==> config.mk <==
export PLATFORM = sky130hd
export DESIGN_NAME = shbt_ctrl
export DESIGN_NICKNAME = d
export VERILOG_FILES = /design/src/shbt_pkg.sv /design/src/shbt_ctrl.sv
export SDC_FILE = /design/constraint.sdc
export NUM_CORES = 1
export LEC_CHECK = 0
export BUFFER_PORTS_ARGS = -buffer_cell sky130_fd_sc_hd__buf_4
export CORE_AREA = 2 2 39 41
export CTS_CLUSTER_SIZE = 12
export DETAILED_ROUTE_END_ITERATION = 7
export DIE_AREA = 0 0 41 43
export PLACE_DENSITY = 0.42
export SYNTH_ARGS = -nofsm -noshare
export SYNTH_HDL_FRONTEND = slang
export SYNTH_SLANG_ARGS = --single-unit
==> constraint.sdc <==
create_clock -name clk -period 2.6 [get_ports clk]
set_clock_uncertainty 0.15 [all_clocks]
set_input_delay 0 -clock clk [delete_from_list [all_inputs] [get_ports clk]]
set_output_delay 0 -clock clk [all_outputs]
set_load 0.02 [all_outputs]
==> src/shbt_pkg.sv <==
// Package: types, constants and sync-bit tables for the hazard tracker.
`timescale 1ns / 1ps
package shbt_pkg;
  localparam int RES_BITS_DEF   = 32;
  localparam int NUM_STAGES_DEF = 6;
  localparam int SYNC_W         = 12;
  localparam logic [SYNC_W-1:0] SYNC_HOST = 12'h800;

  localparam logic [2:0] OP_USAGE = 3'd0;
  localparam logic [2:0] OP_JOIN  = 3'd1;
  localparam logic [2:0] OP_CLRRD = 3'd2;
  localparam logic [2:0] OP_TAKE  = 3'd3;
  localparam logic [2:0] OP_FRAME = 3'd4;

  typedef struct packed {
    logic       go;
    logic [2:0] op;
  } shbt_cmd_t;

  function automatic logic [SYNC_W-1:0] sync_rd(input logic [2:0] s);
    case (s)
      3'd0: sync_rd = 12'h001;
      3'd1: sync_rd = 12'h004;
      3'd2: sync_rd = 12'h008;
      3'd3: sync_rd = 12'h020;
      3'd4: sync_rd = 12'h080;
      3'd5: sync_rd = 12'h600;
      default: sync_rd = '0;
    endcase
  endfunction

  function automatic logic [SYNC_W-1:0] sync_wr(input logic [2:0] s);
    case (s)
      3'd0: sync_wr = 12'h002;
      3'd1: sync_wr = 12'h000;
      3'd2: sync_wr = 12'h010;
      3'd3: sync_wr = 12'h040;
      3'd4: sync_wr = 12'h100;
      3'd5: sync_wr = 12'h600;
      default: sync_wr = '0;
    endcase
  endfunction
endpackage

==> src/shbt_ctrl.sv <==
// Controller: input/output handshake and result-valid tracking.
`timescale 1ns / 1ps
module shbt_ctrl import shbt_pkg::*; (
  input  logic       clk,
  input  logic       rst_n,
  input  logic       in_tvalid,
  output logic       in_tready,
  input  logic [2:0] op,
  output logic       out_tvalid,
  input  logic       out_tready,
  output shbt_cmd_t  cmd
);
  typedef enum logic [1:0] {
    S_EMPTY = 2'b01,
    S_FULL  = 2'b10
  } state_t;

  state_t state_r, state_nxt;

  assign in_tready  = (state_r == S_EMPTY) || out_tready;
  assign out_tvalid = (state_r == S_FULL);
  assign cmd        = '{go: in_tvalid && in_tready, op: op};

  always_comb begin
    case (state_r)
      S_EMPTY: state_nxt = cmd.go ? S_FULL : S_EMPTY;
      S_FULL:  state_nxt = (out_tready && !cmd.go) ? S_EMPTY : S_FULL;
      default: state_nxt = S_EMPTY;
    endcase
  end

  always_ff @(posedge clk) begin
    if (!rst_n) state_r <= S_EMPTY;
    else        state_r <= state_nxt;
  end
endmodule
== After elaboration in Yosys (flattened, before gate mapping) ==
Cells that the tools add are included.

* Logic and storage cells: 10
* Register bits after elaboration: 2

* Eq/ne operators: 2
* Multiplexer cells: 3
* Reductions and logical operators: 4

{| class="wikitable"
|+ Operators with widths
! cell !! count
|-
| 2-bit two-way mux || 2
|-
| 2-bit one-hot mux with 2 select lines || 1
|-
| 2-bit by 1-bit equality test with 1-bit output, second input constant || 1
|-
| 2-bit equality test, second input constant || 1
|-
| 1-bit logical AND || 2
|-
| 1-bit logical NOT || 1
|-
| 1-bit logical OR || 1
|}

== Depth between registers and ports, before layout ==
* Depth in word-level cells: 7
* Mapped depth: 4

== Least setup slack after synthesis ==
Ideal clock, no wire load.

* Path type: reg2out
* From: reg state_r[1]
* To: out cmd[3] (netlist name)
* Required time: 2450 ps
* Arrival time: 1040 ps
* Stages on the path, launching flop included: 5
* Setup slack: 1410 ps
* Path through: dfxtp_1 -> inv_1 -> ha_1 -> or2_1 -> and2_4

{| class="wikitable"
|+ RTL lines
! what !! RTL line !! text
|-
| from (decl) || shbt_ctrl.sv:18 || <nowiki>state_t state_r, state_nxt;</nowiki>
|-
| from (signal assigned) || shbt_ctrl.sv:34 || <nowiki>else state_r <= state_nxt;</nowiki>
|-
| to (decl) || shbt_ctrl.sv:11 || <nowiki>output shbt_cmd_t cmd</nowiki>
|}

== Worst setup path after layout ==
* From: reg state_r[0]
* To: reg state_r[0]

* Word-level cells in the longest chain between the ends: 7

{| class="wikitable"
|+ Ends and longest elaborated chain
! what !! RTL line !! text
|-
| 2-bit by 1-bit equality test with 1-bit output || shbt_ctrl.sv:20, shbt_ctrl.sv:25 ||
|-
| 1-bit logical OR || shbt_ctrl.sv:20 || <nowiki>assign in_tready = (state_r == S_EMPTY) || out_tready;</nowiki>
|-
| 1-bit logical AND || shbt_ctrl.sv:22 || <nowiki>assign cmd = '{go: in_tvalid && in_tready, op: op};</nowiki>
|-
| 1-bit logical NOT || shbt_ctrl.sv:27 || <nowiki>S_FULL: state_nxt = (out_tready && !cmd.go) ? S_EMPTY : S_FULL;</nowiki>
|-
| 1-bit logical AND || shbt_ctrl.sv:27 ||
|-
| 2-bit two-way mux || shbt_ctrl.sv:27 ||
|-
| 2-bit one-hot mux with 2 select lines (*) || shbt_ctrl.sv:25 || <nowiki>case (state_r)</nowiki>
|}

Mark *: on every way between the ends. The rest lies on a longest branch, timed or not.
A chain may end at the register's enable or synchronous reset.

==> impl_metrics.env <==
export IMPL_synth_main_ff_cell="dfxtp_1"
export IMPL_maxSlewViolCount=0
export IMPL_finalHoldViolCount=0
export IMPL_core_um2=1380
export IMPL_rows=14
export IMPL_worst_pin_slew_ns=0.231
export IMPL_drt_first_pass_iters=2
export IMPL_grt_max_degree=5
export IMPL_synthCells=17
export IMPL_cts_root_buf="clkbuf_4"
export IMPL_dr_first_iter_drc_count=1
export IMPL_synth_most_common_cell="buf_4"
export IMPL_wire_per_inst_um=8.52
export IMPL_cp_data_arrival_time_ns=1.71
export IMPL_top_regs="state_r x2"
export IMPL_synth_warnings=0
export IMPL_final_layout_size_suffix_gt1_share_pct=33.3
export IMPL_vias=153
export IMPL_top_register="state_r"
export IMPL_ys_async_sr_fraction_pct=0
export IMPL_status="finished clean"
export IMPL_cts_clk_slew_worst_paths_ns=0.03
export IMPL_die_area_um2=1760
export IMPL_power_density_nw_per_um2=608
export IMPL_clk_path_buf_depth=2
export IMPL_cpPeakStageDelay_ns=0.55
export IMPL_slowest_stage="dlygate4sd3_1"
export IMPL_post_route_period_util_pct=67.6
export IMPL_finalNonFillerCells=46
export IMPL_ios=13
export IMPL_grt_pass1_vias=151
export IMPL_grt_pass1_wl_um=607
export IMPL_netlist_area_um2=145
export IMPL_dp_cells=36
export IMPL_cp_max_fo=2
export IMPL_synth_nets=26
export IMPL_antenna_found_initial=0
export IMPL_via_per_inst=3.33
export IMPL_rsz0062_at_grt="false"
export IMPL_drc=0
export IMPL_port_buffers=6
export IMPL_finalPower_w=0.000170
export IMPL_clock_latency_ns=0.23
export IMPL_cp_required_ns=2.55
export IMPL_die_y_um=43
export IMPL_yosys_register_bits=2
export IMPL_synthDistinctLibCells=10
export IMPL_slew_headroom_pct=84.5
export IMPL_cts_sinks=2
export IMPL_track_usage_pct=6.11
export IMPL_start_util_pct=10.5
export IMPL_largest_reg_flops=2
export IMPL_overflow=0
export IMPL_p_leak_nw=0.134
export IMPL_place_area_um2=188
export IMPL_crit_type="reg2reg"
export IMPL_end_kind="flop"
export IMPL_fin_nets=41
export IMPL_syn_area_per_cell_um2=8.54
export IMPL_gp_congestion=0.647
export IMPL_timing_final_crit_period_ns=1.76
export IMPL_synth_area_leaders="dfxtp_1 28%, ha_1 17%, buf_4 16%"
export IMPL_cts_tree="yes"
export IMPL_worst_setup_path_start_kind="flop"
export IMPL_synth_top_cell_area_share_pct=27.6
export IMPL_syn_to_final_growth_pct=93.1
export IMPL_min_delay_path_class="in2out"
export IMPL_wirelength_um=392
export IMPL_fmax_mhz=569
export IMPL_ant_nets=0
export IMPL_die_w_um=41
export IMPL_setup_viol=0
export IMPL_cts_max_level=1
export IMPL_ys_seq_area_share_pct=27.6
export IMPL_cts_buffers=3
export IMPL_synth_edff_count=0
export IMPL_max_cap_violations=0
export IMPL_diodes=0
export IMPL_setup_tns_ns=0
export IMPL_ir_drop_v=0.000220
export IMPL_synth_largest_area_cell="dfxtp_1"
export IMPL_crit_chain="inv_1, ha_1, nand2b_1, o21bai_1, dlygate4sd3_1"
export IMPL_postLayoutCellArea_um2=280
[cell usage in the layout, fill, tap and decap left out, drive strengths merged]
cell,n
buf,6
nand2b,2
o21ai,1
clkbuf,3
inv,2
dlygate4sd3,7
dfxtp,2
or2,1
and2,1
a21oi,2
ha,2
o21bai,1
[through the flow]
stage          setup WS (ns)  utilization, %  hold slack [ns]
2_1_floorplan           1.41               -          -0.0475
3_3_place_gp            1.38            13.6           -0.150
3_5_place_dp            1.38            13.6           -0.150
4_1_cts                0.830            20.3            0.185
5_1_grt                0.753            20.3            0.204
6_report               0.841            20.3            0.186
[worst max-delay path: cells and delay by family (launching register included)]
family / cells / cell delay (ns)
adders and majority gates: 1 / 0.27
AOI/OAI and AO/OA: 1 / 0.15
DFF: 1 / 0.32
buffers and inverters: 2 / 0.60
and+or+nand+nor: 1 / 0.15
[repair_timing]
item                      in CTS  in global routing
setup buffers                  0                  0
gates resized for setup        0                  0
hold buffers                   7                  0
hold endpoints to repair       5                  0
[where the power goes]
part / internal [W] / total [W] / switching (W) / leakage [nW]
combinational: 0.0000343 / 0.0000616 / 0.0000273 / 0.103
clock: 0.0000510 / 0.0000696 / 0.0000186 / 0.0138
sequential: 0.0000363 / 0.0000391 / 0.00000273 / 0.0166
total: 0.000122 / 0.000170 / 0.0000486 / 0.134
[cell families after synthesis]
group	synth area share (%)
AND/OR/NAND/NOR	19.0
flip-flops	27.6
buffers and inverters	20.7
adder cells (fa/ha/maj)	17.2
AO/OA/AOI/OAI	15.5
[layer usage]
metal  routed length [um]  vias up  track usage (%)
met5                    0        -                0
met4                    0        0             8.00
met3                   83        0             6.28
met2                  149       13             6.25
met1                  159       62             5.41
li1                     -       78                -
[path summary, 6_finish.rpt]
check                   from          to  slack, ns  cells after the start
setup / recovery  state_r[0]  state_r[0]       0.84                      5
hold / removal    out_tready   in_tready       0.19                      3
setup reg to reg  state_r[0]  state_r[0]       0.84                      5
hold reg to reg   state_r[1]  state_r[1]       1.05                      4
[final cells by class]
cell class | count | area [um^2]
fillers | 147 | 1100
flip-flops and latches | 2 | 40.0
well taps | 16 | 20.0
inverters | 2 | 7.51
repair buffers | 13 | 115
multi-input cells | 10 | 75.1
clock buffers | 3 | 22.5
(Power assumes the default switching activity.)
